===== config.mk =====
export PLATFORM = sky130hd
export DESIGN_NAME = escape_command_byte_parser
export DESIGN_NICKNAME = d
export VERILOG_FILES = /design/src/rtl/core/ecbp_pkg.sv /design/src/rtl/core/ecbp_parse.sv /design/src/rtl/core/escape_command_byte_parser.sv
export SDC_FILE = /design/constraint.sdc
export NUM_CORES = 1
export LEC_CHECK = 0
export BUFFER_PORTS_ARGS = -buffer_cell sky130_fd_sc_hd__buf_2
export CAP_MARGIN = 15
export CORE_MARGIN = 3
export CORE_UTILIZATION = 29
export DETAILED_ROUTE_END_ITERATION = 12
export HOLD_SLACK_MARGIN = 0.12
export PLACE_DENSITY = 0.5
export SYNTH_ARGS = -nofsm -noshare
export SYNTH_HDL_FRONTEND = slang
export SYNTH_HIERARCHICAL = 1
export SYNTH_SLANG_ARGS = --single-unit

===== constraint.sdc =====
create_clock -name i_clk -period 4.41 [get_ports i_clk]
set_input_delay 0.882 -clock i_clk [delete_from_list [all_inputs] [get_ports i_clk]]
set_output_delay 0.882 -clock i_clk [all_outputs]
set_load 0.01 [all_outputs]

===== src/rtl/core/ecbp_pkg.sv =====
`default_nettype none

package ecbp_pkg;

    localparam int MAX_ARGS_DEF = 2;
    localparam int LEN_W        = 20;
    localparam int ARG_W        = 32;

    localparam logic [LEN_W-1:0] LEN_RESET = LEN_W'(1);

    // bytes seen in normal mode
    localparam logic [7:0] BYTE_LED_ON  = 8'h0E;
    localparam logic [7:0] BYTE_LED_OFF = 8'h0F;
    localparam logic [7:0] BYTE_ESC     = 8'h1B;

    // escape letters
    localparam logic [7:0] ESC_CLEAR    = 8'h63; // c
    localparam logic [7:0] ESC_ECHO     = 8'h45; // E
    localparam logic [7:0] ESC_RESET    = 8'h62; // b
    localparam logic [7:0] ESC_CURRENT  = 8'h42; // B
    localparam logic [7:0] ESC_LOAD     = 8'h4C; // L
    localparam logic [7:0] ESC_WRITE    = 8'h57; // W
    localparam logic [7:0] ESC_FILL     = 8'h46; // F
    localparam logic [7:0] ESC_SAVE     = 8'h21; // !
    localparam logic [7:0] ESC_GET      = 8'h3F; // ?
    localparam logic [7:0] ESC_DOWNLOAD = 8'h44; // D

    // argument syntax
    localparam logic [7:0] CH_ZERO   = 8'h30;
    localparam logic [7:0] CH_NINE   = 8'h39;
    localparam logic [7:0] CH_HEX_A  = 8'h41;
    localparam logic [7:0] CH_HEX_F  = 8'h46;
    localparam logic [7:0] CH_HEX    = 8'h24; // $
    localparam logic [7:0] CH_LETTER = 8'h40; // @
    localparam logic [7:0] CH_MINUS  = 8'h2D;
    localparam logic [7:0] CH_SEMI   = 8'h3B;
    localparam logic [7:0] CH_COMMA  = 8'h2C;
    localparam logic [7:0] HEX_A_OFS = 8'h37; // 'A' - 10

    localparam logic [2:0] EV_NONE    = 3'd0;
    localparam logic [2:0] EV_LED_ON  = 3'd1;
    localparam logic [2:0] EV_LED_OFF = 3'd2;
    localparam logic [2:0] EV_CLEAR   = 3'd3;
    localparam logic [2:0] EV_RESET   = 3'd4;
    localparam logic [2:0] EV_DATA    = 3'd5;
    localparam logic [2:0] EV_COMMAND = 3'd6;

    localparam logic [2:0] CODE_LOAD    = 3'd0;
    localparam logic [2:0] CODE_WRITE   = 3'd1;
    localparam logic [2:0] CODE_FILL    = 3'd2;
    localparam logic [2:0] CODE_GET     = 3'd3;
    localparam logic [2:0] CODE_SAVE    = 3'd4;
    localparam logic [2:0] CODE_CURRENT = 3'd5;

    typedef struct packed {
        logic [2:0]              event_res;
        logic [2:0]              command_code;
        logic signed [ARG_W-1:0] arg_first;
        logic signed [ARG_W-1:0] arg_second;
        logic [7:0]              data_byte;
        logic [LEN_W-1:0]        byte_index;
        logic                    download_last;
        logic                    echo_valid;
        logic [7:0]              echo_byte;
    } t_result;

    typedef struct packed {
        logic             valid;
        logic [LEN_W-1:0] data;
    } t_cfg;

endpackage

`default_nettype wire


===== src/rtl/core/ecbp_parse.sv =====
`default_nettype none

module ecbp_parse #(
    parameter int MAX_ARGS = ecbp_pkg::MAX_ARGS_DEF
) (
    input  wire logic              i_clk,
    input  wire logic              i_rst_n,
    input  wire ecbp_pkg::t_cfg    i_cfg,
    input  wire logic              i_byte_valid,
    input  wire logic [7:0]        i_byte,
    output logic                   o_byte_take,
    output logic                   o_out_valid,
    input  wire logic              i_out_ready,
    output ecbp_pkg::t_result      o_result
);

    localparam int IDX_W = (MAX_ARGS > 1) ? $clog2(MAX_ARGS) : 1;
    localparam int ARG_W = ecbp_pkg::ARG_W;
    localparam int LEN_W = ecbp_pkg::LEN_W;

    typedef enum logic [1:0] {
        MODE_NORMAL = 2'd0,
        MODE_ESC    = 2'd1,
        MODE_INT    = 2'd2,
        MODE_BIN    = 2'd3
    } t_mode;

    t_mode              r_mode, n_mode;
    logic [2:0]         r_cmd, n_cmd;
    logic [1:0]         r_pos, n_pos;
    logic [1:0]         r_total, n_total;
    logic               r_sign, n_sign;
    logic               r_hex, n_hex;
    logic [ARG_W-1:0]   r_args [MAX_ARGS];
    logic [ARG_W-1:0]   n_args [MAX_ARGS];
    logic [LEN_W-1:0]   r_left, n_left;
    logic [LEN_W-1:0]   r_dpos, n_dpos;
    logic               r_echo, n_echo;
    logic [LEN_W-1:0]   r_len;
    logic               r_out_valid;
    ecbp_pkg::t_result  r_result, n_result;

    logic               fire;
    logic [IDX_W-1:0]   slot;
    logic [ARG_W-1:0]   v;
    logic [ARG_W-1:0]   v_dec;
    logic [ARG_W-1:0]   v_hex;
    logic               digit;
    logic               hexlet;
    logic               advance;

    assign fire        = i_byte_valid && (!r_out_valid || i_out_ready);
    assign o_byte_take = fire;
    assign o_out_valid = r_out_valid;
    assign o_result    = r_result;

    assign slot   = (int'(r_pos) < MAX_ARGS) ? IDX_W'(r_pos) : '0;
    assign digit  = (i_byte >= ecbp_pkg::CH_ZERO) && (i_byte <= ecbp_pkg::CH_NINE);
    assign hexlet = (i_byte >= ecbp_pkg::CH_HEX_A) && (i_byte <= ecbp_pkg::CH_HEX_F);
    assign v_dec  = (r_args[slot] << 3) + (r_args[slot] << 1)
                  + {24'd0, i_byte - ecbp_pkg::CH_ZERO};
    assign v_hex  = (r_args[slot] << 4)
                  + {24'd0, (digit ? i_byte - ecbp_pkg::CH_ZERO
                                   : i_byte - ecbp_pkg::HEX_A_OFS)};

    always_comb begin
        n_mode   = r_mode;
        n_cmd    = r_cmd;
        n_pos    = r_pos;
        n_total  = r_total;
        n_sign   = r_sign;
        n_hex    = r_hex;
        n_args   = r_args;
        n_left   = r_left;
        n_dpos   = r_dpos;
        n_echo   = r_echo;
        v        = r_args[slot];
        advance  = 1'b0;
        n_result = '0;
        n_result.echo_valid = r_echo;
        n_result.echo_byte  = r_echo ? i_byte : 8'd0;

        case (r_mode)
            MODE_NORMAL: begin
                if (i_byte == ecbp_pkg::BYTE_LED_ON) begin
                    n_result.event_res = ecbp_pkg::EV_LED_ON;
                end else if (i_byte == ecbp_pkg::BYTE_LED_OFF) begin
                    n_result.event_res = ecbp_pkg::EV_LED_OFF;
                end else if (i_byte == ecbp_pkg::BYTE_ESC) begin
                    n_mode = MODE_ESC;
                end
            end
            MODE_ESC: begin
                n_mode = MODE_NORMAL;
                case (i_byte)
                    ecbp_pkg::ESC_CLEAR:    n_result.event_res = ecbp_pkg::EV_CLEAR;
                    ecbp_pkg::ESC_ECHO:     n_echo = !r_echo;
                    ecbp_pkg::ESC_RESET:    n_result.event_res = ecbp_pkg::EV_RESET;
                    ecbp_pkg::ESC_CURRENT:  n_cmd = ecbp_pkg::CODE_CURRENT;
                    ecbp_pkg::ESC_LOAD:     n_cmd = ecbp_pkg::CODE_LOAD;
                    ecbp_pkg::ESC_WRITE:    n_cmd = ecbp_pkg::CODE_WRITE;
                    ecbp_pkg::ESC_FILL:     n_cmd = ecbp_pkg::CODE_FILL;
                    ecbp_pkg::ESC_SAVE:     n_cmd = ecbp_pkg::CODE_SAVE;
                    ecbp_pkg::ESC_GET:      n_cmd = ecbp_pkg::CODE_GET;
                    ecbp_pkg::ESC_DOWNLOAD: begin
                        n_left = r_len;
                        n_dpos = '0;
                        n_mode = MODE_BIN;
                    end
                    default: ;
                endcase
                if (i_byte == ecbp_pkg::ESC_CURRENT || i_byte == ecbp_pkg::ESC_LOAD
                        || i_byte == ecbp_pkg::ESC_WRITE || i_byte == ecbp_pkg::ESC_FILL
                        || i_byte == ecbp_pkg::ESC_SAVE || i_byte == ecbp_pkg::ESC_GET) begin
                    n_total = (i_byte == ecbp_pkg::ESC_SAVE) ? 2'd2 : 2'd1;
                    n_pos   = '0;
                    n_sign  = 1'b0;
                    n_hex   = 1'b0;
                    for (int i = 0; i < MAX_ARGS; i++) begin
                        n_args[i] = '0;
                    end
                    n_mode  = MODE_INT;
                end
            end
            MODE_INT: begin
                if (r_hex && (digit || hexlet)) begin
                    v = v_hex;
                end else if (!r_hex && digit) begin
                    v = v_dec;
                end else if (!r_hex && i_byte == ecbp_pkg::CH_MINUS) begin
                    n_sign = !r_sign;
                end else if (i_byte == ecbp_pkg::CH_HEX) begin
                    n_hex = 1'b1;
                end else if (i_byte == ecbp_pkg::CH_SEMI || i_byte == ecbp_pkg::CH_COMMA) begin
                    if (r_sign) begin
                        v = -r_args[slot];
                    end
                    advance = 1'b1;
                    n_hex   = 1'b0;
                end else if (!r_hex && i_byte >= ecbp_pkg::CH_LETTER) begin
                    v       = {24'd0, i_byte - ecbp_pkg::CH_LETTER};
                    advance = 1'b1;
                end else begin
                    n_mode = MODE_NORMAL;
                end
                n_args[slot] = v;
                if (advance) begin
                    n_pos = r_pos + 2'd1;
                    if (n_pos >= r_total) begin
                        n_result.event_res    = ecbp_pkg::EV_COMMAND;
                        n_result.command_code = r_cmd;
                        n_result.arg_first    = n_args[0];
                        if (r_cmd == ecbp_pkg::CODE_SAVE) begin
                            n_result.arg_second = n_args[IDX_W'(1)];
                        end
                        n_mode = MODE_NORMAL;
                    end
                end
            end
            MODE_BIN: begin
                n_result.event_res  = ecbp_pkg::EV_DATA;
                n_result.data_byte  = i_byte;
                n_result.byte_index = r_dpos;
                n_dpos = r_dpos + LEN_W'(1);
                n_left = r_left - LEN_W'(1);
                if (n_left == '0) begin
                    n_result.download_last = 1'b1;
                    n_mode = MODE_NORMAL;
                end
            end
            default: n_mode = MODE_NORMAL;
        endcase
    end

    always_ff @(posedge i_clk) begin
        if (!i_rst_n) begin
            r_mode      <= MODE_NORMAL;
            r_cmd       <= '0;
            r_pos       <= '0;
            r_total     <= '0;
            r_sign      <= 1'b0;
            r_hex       <= 1'b0;
            r_left      <= '0;
            r_dpos      <= '0;
            r_echo      <= 1'b0;
            r_len       <= ecbp_pkg::LEN_RESET;
            r_out_valid <= 1'b0;
            r_result    <= '0;
            for (int i = 0; i < MAX_ARGS; i++) begin
                r_args[i] <= '0;
            end
        end else begin
            if (i_cfg.valid) begin
                r_len <= i_cfg.data;
            end
            if (fire) begin
                r_mode      <= n_mode;
                r_cmd       <= n_cmd;
                r_pos       <= n_pos;
                r_total     <= n_total;
                r_sign      <= n_sign;
                r_hex       <= n_hex;
                r_args      <= n_args;
                r_left      <= n_left;
                r_dpos      <= n_dpos;
                r_echo      <= n_echo;
                r_out_valid <= 1'b1;
                r_result    <= n_result;
            end else if (i_out_ready) begin
                r_out_valid <= 1'b0;
            end
        end
    end

    a_bin_gives_data: assert property (@(posedge i_clk) disable iff (!i_rst_n)
        fire && r_mode == MODE_BIN |=> r_out_valid && r_result.event_res == ecbp_pkg::EV_DATA)
        else $error("download byte did not produce a data word");

    a_last_only_data: assert property (@(posedge i_clk) disable iff (!i_rst_n)
        r_out_valid && r_result.download_last |-> r_result.event_res == ecbp_pkg::EV_DATA)
        else $error("last mark on a non-data word");

    a_echo_quiet: assert property (@(posedge i_clk) disable iff (!i_rst_n)
        r_out_valid && !r_result.echo_valid |-> r_result.echo_byte == 8'd0)
        else $error("echo byte set while echo is off");

    a_cmd_ends: assert property (@(posedge i_clk) disable iff (!i_rst_n)
        fire && n_result.event_res == ecbp_pkg::EV_COMMAND |=> r_mode == MODE_NORMAL)
        else $error("parser did not return to normal after a command");

    a_stall_holds_state: assert property (@(posedge i_clk) disable iff (!i_rst_n)
        !fire && !$past(!i_rst_n) |=> $stable(r_mode) && $stable(r_left))
        else $error("parser state moved without a word");

endmodule

`default_nettype wire


===== src/rtl/core/escape_command_byte_parser.sv =====
`default_nettype none

// Channel  | Direction | Handshake                     | Payload
// in       | input     | i_in_valid / o_in_ready       | i_rx_byte
// out      | output    | o_out_valid / i_out_ready     | o_event_res .. o_echo_byte
// cfg      | input     | i_cfg_valid / o_cfg_ready     | i_cfg_data (download_length)
//
// One word per cycle while out is ready; each word passes the input register, then the result register.
// Each word is parsed by combinational logic against the parser state; the widest step
// is the 32-bit multiply-by-ten/sixteen accumulate or the negate on a terminator.
// Reset (i_rst_n low, synchronous) clears the parser to normal mode, echo off,
// download length 1. A stalled out channel holds the result and backs up into in.

module escape_command_byte_parser #(
    parameter int MAX_ARGS = ecbp_pkg::MAX_ARGS_DEF
) (
    input  wire logic                          i_clk,
    input  wire logic                          i_rst_n,
    input  wire logic                          i_in_valid,
    output logic                               o_in_ready,
    input  wire logic [7:0]                    i_rx_byte,
    output logic                               o_out_valid,
    input  wire logic                          i_out_ready,
    output logic [2:0]                         o_event_res,
    output logic [2:0]                         o_command_code,
    output logic signed [ecbp_pkg::ARG_W-1:0]  o_arg_first,
    output logic signed [ecbp_pkg::ARG_W-1:0]  o_arg_second,
    output logic [7:0]                         o_data_byte,
    output logic [ecbp_pkg::LEN_W-1:0]         o_byte_index,
    output logic                               o_download_last,
    output logic                               o_echo_valid,
    output logic [7:0]                         o_echo_byte,
    input  wire logic                          i_cfg_valid,
    output logic                               o_cfg_ready,
    input  wire logic [ecbp_pkg::LEN_W-1:0]    i_cfg_data
);

    logic              r_in_valid;
    logic [7:0]        r_in_byte;
    logic              take;
    ecbp_pkg::t_cfg    cfg;
    ecbp_pkg::t_result result;

    assign o_cfg_ready = 1'b1;
    assign cfg.valid   = i_cfg_valid;
    assign cfg.data    = i_cfg_data;
    assign o_in_ready  = !r_in_valid || take;

    always_ff @(posedge i_clk) begin
        if (!i_rst_n) begin
            r_in_valid <= 1'b0;
        end else if (o_in_ready) begin
            r_in_valid <= i_in_valid;
        end
    end

    always_ff @(posedge i_clk) begin
        if (o_in_ready && i_in_valid) begin
            r_in_byte <= i_rx_byte;
        end
    end

    ecbp_parse #(
        .MAX_ARGS(MAX_ARGS)
    ) u_parse (
        .i_clk       (i_clk),
        .i_rst_n     (i_rst_n),
        .i_cfg       (cfg),
        .i_byte_valid(r_in_valid),
        .i_byte      (r_in_byte),
        .o_byte_take (take),
        .o_out_valid (o_out_valid),
        .i_out_ready (i_out_ready),
        .o_result    (result)
    );

    assign o_event_res     = result.event_res;
    assign o_command_code  = result.command_code;
    assign o_arg_first     = result.arg_first;
    assign o_arg_second    = result.arg_second;
    assign o_data_byte     = result.data_byte;
    assign o_byte_index    = result.byte_index;
    assign o_download_last = result.download_last;
    assign o_echo_valid    = result.echo_valid;
    assign o_echo_byte     = result.echo_byte;

endmodule

`default_nettype wire

==> metrics.md <==
| Metric | Value |
|---|---|
| Status | finished clean |
| Yosys warnings | 6 |
| Synth Area in Compound Gates | approximately a quarter |
| Commonest cells post-synth | dfxtp_1, nand2_1, nor2_1 |
| Max-cap check violation count | 0 |
| Cell taking the most area after synthesis | dfxtp_1 |
| CP Capture Type | register |
| Vias/cell | 5.49 |
| EDFF count, synth | 8 |
| Sequential power share | 44.2% |
| Layout Nets | between 2k and 2.5k |
| Most common cell in the netlist | dfxtp_1 |
| I/O Pins | 144 |
| Crit share post-route | 96.5% |
| CTS sink count | 222 |
| Num CTS Buffers | 26 |
| Post-route ant nets | 0 |
| Top cells by area, synth | dfxtp_1, ha_1, a21oi_1 |
| Initial core utilization | 29.4% |
| H-tree depth | 1 |
| RSZ-0062 raised after global routing | no |
| Overall routing resource usage | 19.1% |
| Initial DRC Count | 1283 |
| Pre-CTS WS | -127 ps |
| Via count | between 15k and 20k |
| Simple-Gate Fraction of Synth Area | 22.7% |
| # port buffers | 110 |
| Sw Share | 24.7% |
| Gate Count Post-Synth | 1928 |
| Clock power share | approximately half |
| Max Buffers Root-to-Sink | 3 |
| Placed Cells | 2695 |
| Critical Path Start Type | register |
| Hold Violations, Final | 0 |
| Area delta synth->final | 17.9% |
| Largest family of logic cells by synthesized area | compound AO/OA/AOI/OAI gates |
| Sw Pwr | 1.15 mW |
| Synth top area share | about 28% |
| Internal Power | 3.49 mW |
| Final routed DRC violation total | 0 |
| Measured slew at the worst slew-check pin | approximately 1000 ps |
| Largest net degree at the start of global routing | slightly above 90 |
| First-pass GRT wire length | roughly 83000 um |
| WL/cell | roughly 20 um |
| Layout cells sized above 1 | 16.5% |
| Fin cells | 2756 |
| Seq/Total Area, Yosys | 29.9% |
| Clock-pin slew on the worst setup and hold paths | 60 ps |
| WP data arrival | 4700 ps |
| Detail Placement HPWL | 41300 um |
| XOR/XNOR share of the synthesized area | between 4 and 5% |
| Synth cell types | 100 |
| Total gr overflow | 0 |
| Drt pass-1 iters | 6 |
| Power Density | about 260 nW/um2 |
| Minimum clock period | 4250 ps |
| Final Skew | 11.1 ps |
| Final setup violation count | 0 |
| Clock tree from TritonCTS | yes |
| Crit path kind | reg -> reg |
| Synthesized flop and latch total | 222 |
| GPL Wtd Cong | roughly 0.93 |
| CTS root buffer | clkbuf_16 |
| Maximum vdd drop | 0.000221 V |
| P_leak | 7.27 nW |
| Post-Route WL | ~55000 um |
| Critical Path Fanout Max | 6 |
| Slew headroom | 30.7% |
| Mapped Area | 15100 um2 |
| Hold WC Path Type | reg -> reg |
| Combinational power share | 7.4% |
| Highest clock rate | 0.235 GHz |
| Worst setup margin | 156 ps |
| Initial antenna violation count | 4 |
| Syn Area/Cell | 7.85 um2 |
| Worst path required time | ~4900 ps |
| Die Wd | about 230 um |
| Die span in y | 234 um |
| Vias in the first global route | 13.9k |
| Core Box Area | 51500 um2 |
| Share of flip-flops with an asynchronous set or reset | 0% |
| Commonest register cell after synthesis | dfxtp_1 |
| Cell Rows | 83 |
| Clk Latency, worst-skew pair | 550 ps |
| Synth Area in Adders | 7.09% |
| Slew Limit Fails | 0 |
| Die area | around 55000 um2 |
| Multiplexer area fraction after synthesis | 5.08% |
[per-layer routing]
layer / vias to the layer above / wire (um) / GRT usage, %
li1: 7283 / - / -
met1: 7279 / 26200 / 28.5
met2: 486 / 23800 / 28.1
met3: 80 / 3380 / 2.66
met4: 2 / 1650 / 6.14
met5: - / 13 / 0
[worst paths after layout]
path	startpoint	endpoint	slack [ps]	cells past startpoint
max	u_parse/r_pos[1]$_SDFFE_PN0P_	u_parse/r_args[54]$_SDFFE_PN0P_	160	16
min	u_parse/o_result[82]$_SDFFE_PN0P_	u_parse/o_result[82]$_SDFFE_PN0P_	450	2
max reg2reg	u_parse/r_pos[1]$_SDFFE_PN0P_	u_parse/r_args[54]$_SDFFE_PN0P_	160	16
min reg2reg	u_parse/o_result[82]$_SDFFE_PN0P_	u_parse/o_result[82]$_SDFFE_PN0P_	450	2
[cells by family (layout without fill, tap and decap cells)]
logic type,Yosys count,count (layout)
flip-flops,222,222
multiplexers,74,74
AO/OA/AOI/OAI,563,563
AND/OR/NAND/NOR,699,699
buffers and inverters,207,321
adder cells (fa/ha/maj),84,84
XOR/XNOR,77,77
other,2,36
[state kept, by name, indices dropped and copies added (netlist names)]
signal / cells
u_parse/r_dpos: 20
u_parse/r_total: 2
u_parse/r_hex: 1
u_parse/o_result: 76
u_parse/r_mode: 2
u_parse/r_cmd: 3
u_parse/o_out_valid: 1
u_parse/r_echo: 1
u_parse/r_sign: 1
u_parse/r_len: 20
u_parse/r_left: 20
u_parse/r_pos: 2
r_in_byte: 8
r_in_valid: 1
u_parse/r_args: 64
[critical path, stage by stage (launching register included)]
cell	delay, ps
dfxtp_1	310
inv_1	90
ha_4	210
buf_4	150
mux2_2	390
inv_1	110
fa_1	460
fa_1	460
nand2b_1	200
a21o_1	210
a2111o_1	410
nand3b_1	210
mux2i_1	120
nor4_1	320
buf_4	200
a21oi_1	60
a22o_1	220
[area by class of cell]
type / instances / area [um2]
inverters: 54 / 204
diodes: 3 / 7.51
multi-input cells: 1530 / 9940
repair buffers: 219 / 1430
clock inverters: 9 / 113
clock buffers: 39 / 781
fillers: 5499 / 33700
flip-flops and latches: 222 / 4530
well taps: 680 / 851
[metrics by stage]
| stage | TNS, ps | utilization, % | power, mW | hold WS, ps | cell area, um2 |
|---|---|---|---|---|---|
| 6_report | 0 | 34.7 | 4.63 | 448 | 17900 |
| 5_1_grt | 0 | 34.6 | 4.80 | 463 | 17800 |
| 4_1_cts | 0 | 34.3 | 4.68 | 452 | 17700 |
| 3_5_place_dp | -650 | 32.5 | 2.43 | 444 | 16700 |
| 3_3_place_gp | 0 | 32.5 | 2.43 | 435 | 16700 |
| 2_1_floorplan | 0 | - | 2.32 | 441 | 15300 |
[power by group through the flow]
stage	Clock, mW	Combinational [mW]	Sequential (mW)
2_1_floorplan	0	0.234	2.09
3_3_place_gp	0	0.337	2.09
3_5_place_dp	0	0.339	2.09
4_1_cts	2.30	0.340	2.05
5_1_grt	2.38	0.376	2.05
6_report	2.24	0.344	2.05
[placed cells by master (no fill, tap or decap), drive strengths merged, types with 15 or more instances in the layout]
| cell | Yosys | final |
|---|---|---|
| a211oi | 19 | 19 |
| a21o | 30 | 30 |
| a21oi | 152 | 152 |
| a22o | 20 | 20 |
| a22oi | 17 | 17 |
| a31oi | 17 | 17 |
| a32oi | 17 | 17 |
| and3 | 18 | 18 |
| buf | 62 | 218 |
| clkbuf | 91 | 40 |
| conb | 2 | 33 |
| dfxtp | 214 | 214 |
| ha | 81 | 81 |
| inv | 54 | 54 |
| mux2 | 17 | 17 |
| mux2i | 57 | 57 |
| nand2 | 202 | 202 |
| nand2b | 16 | 16 |
| nand3 | 88 | 88 |
| nand4 | 35 | 35 |
| nor2 | 177 | 177 |
| nor3 | 58 | 58 |
| nor3b | 15 | 15 |
| nor4 | 22 | 22 |
| o211ai | 19 | 19 |
| o21ai | 136 | 136 |
| o22ai | 18 | 18 |
| o31ai | 20 | 20 |
| xnor2 | 45 | 45 |
| xor2 | 31 | 31 |
[what timing repair did]
item                       CTS  global route
hold buffers                 0             0
pin swaps                    1             4
resized for setup            0            25
gates cloned                 0             1
hold endpoints to repair     0             0
setup endpoints to repair    7            35
buffers inserted             3             6
(Power assumes the default switching activity.)
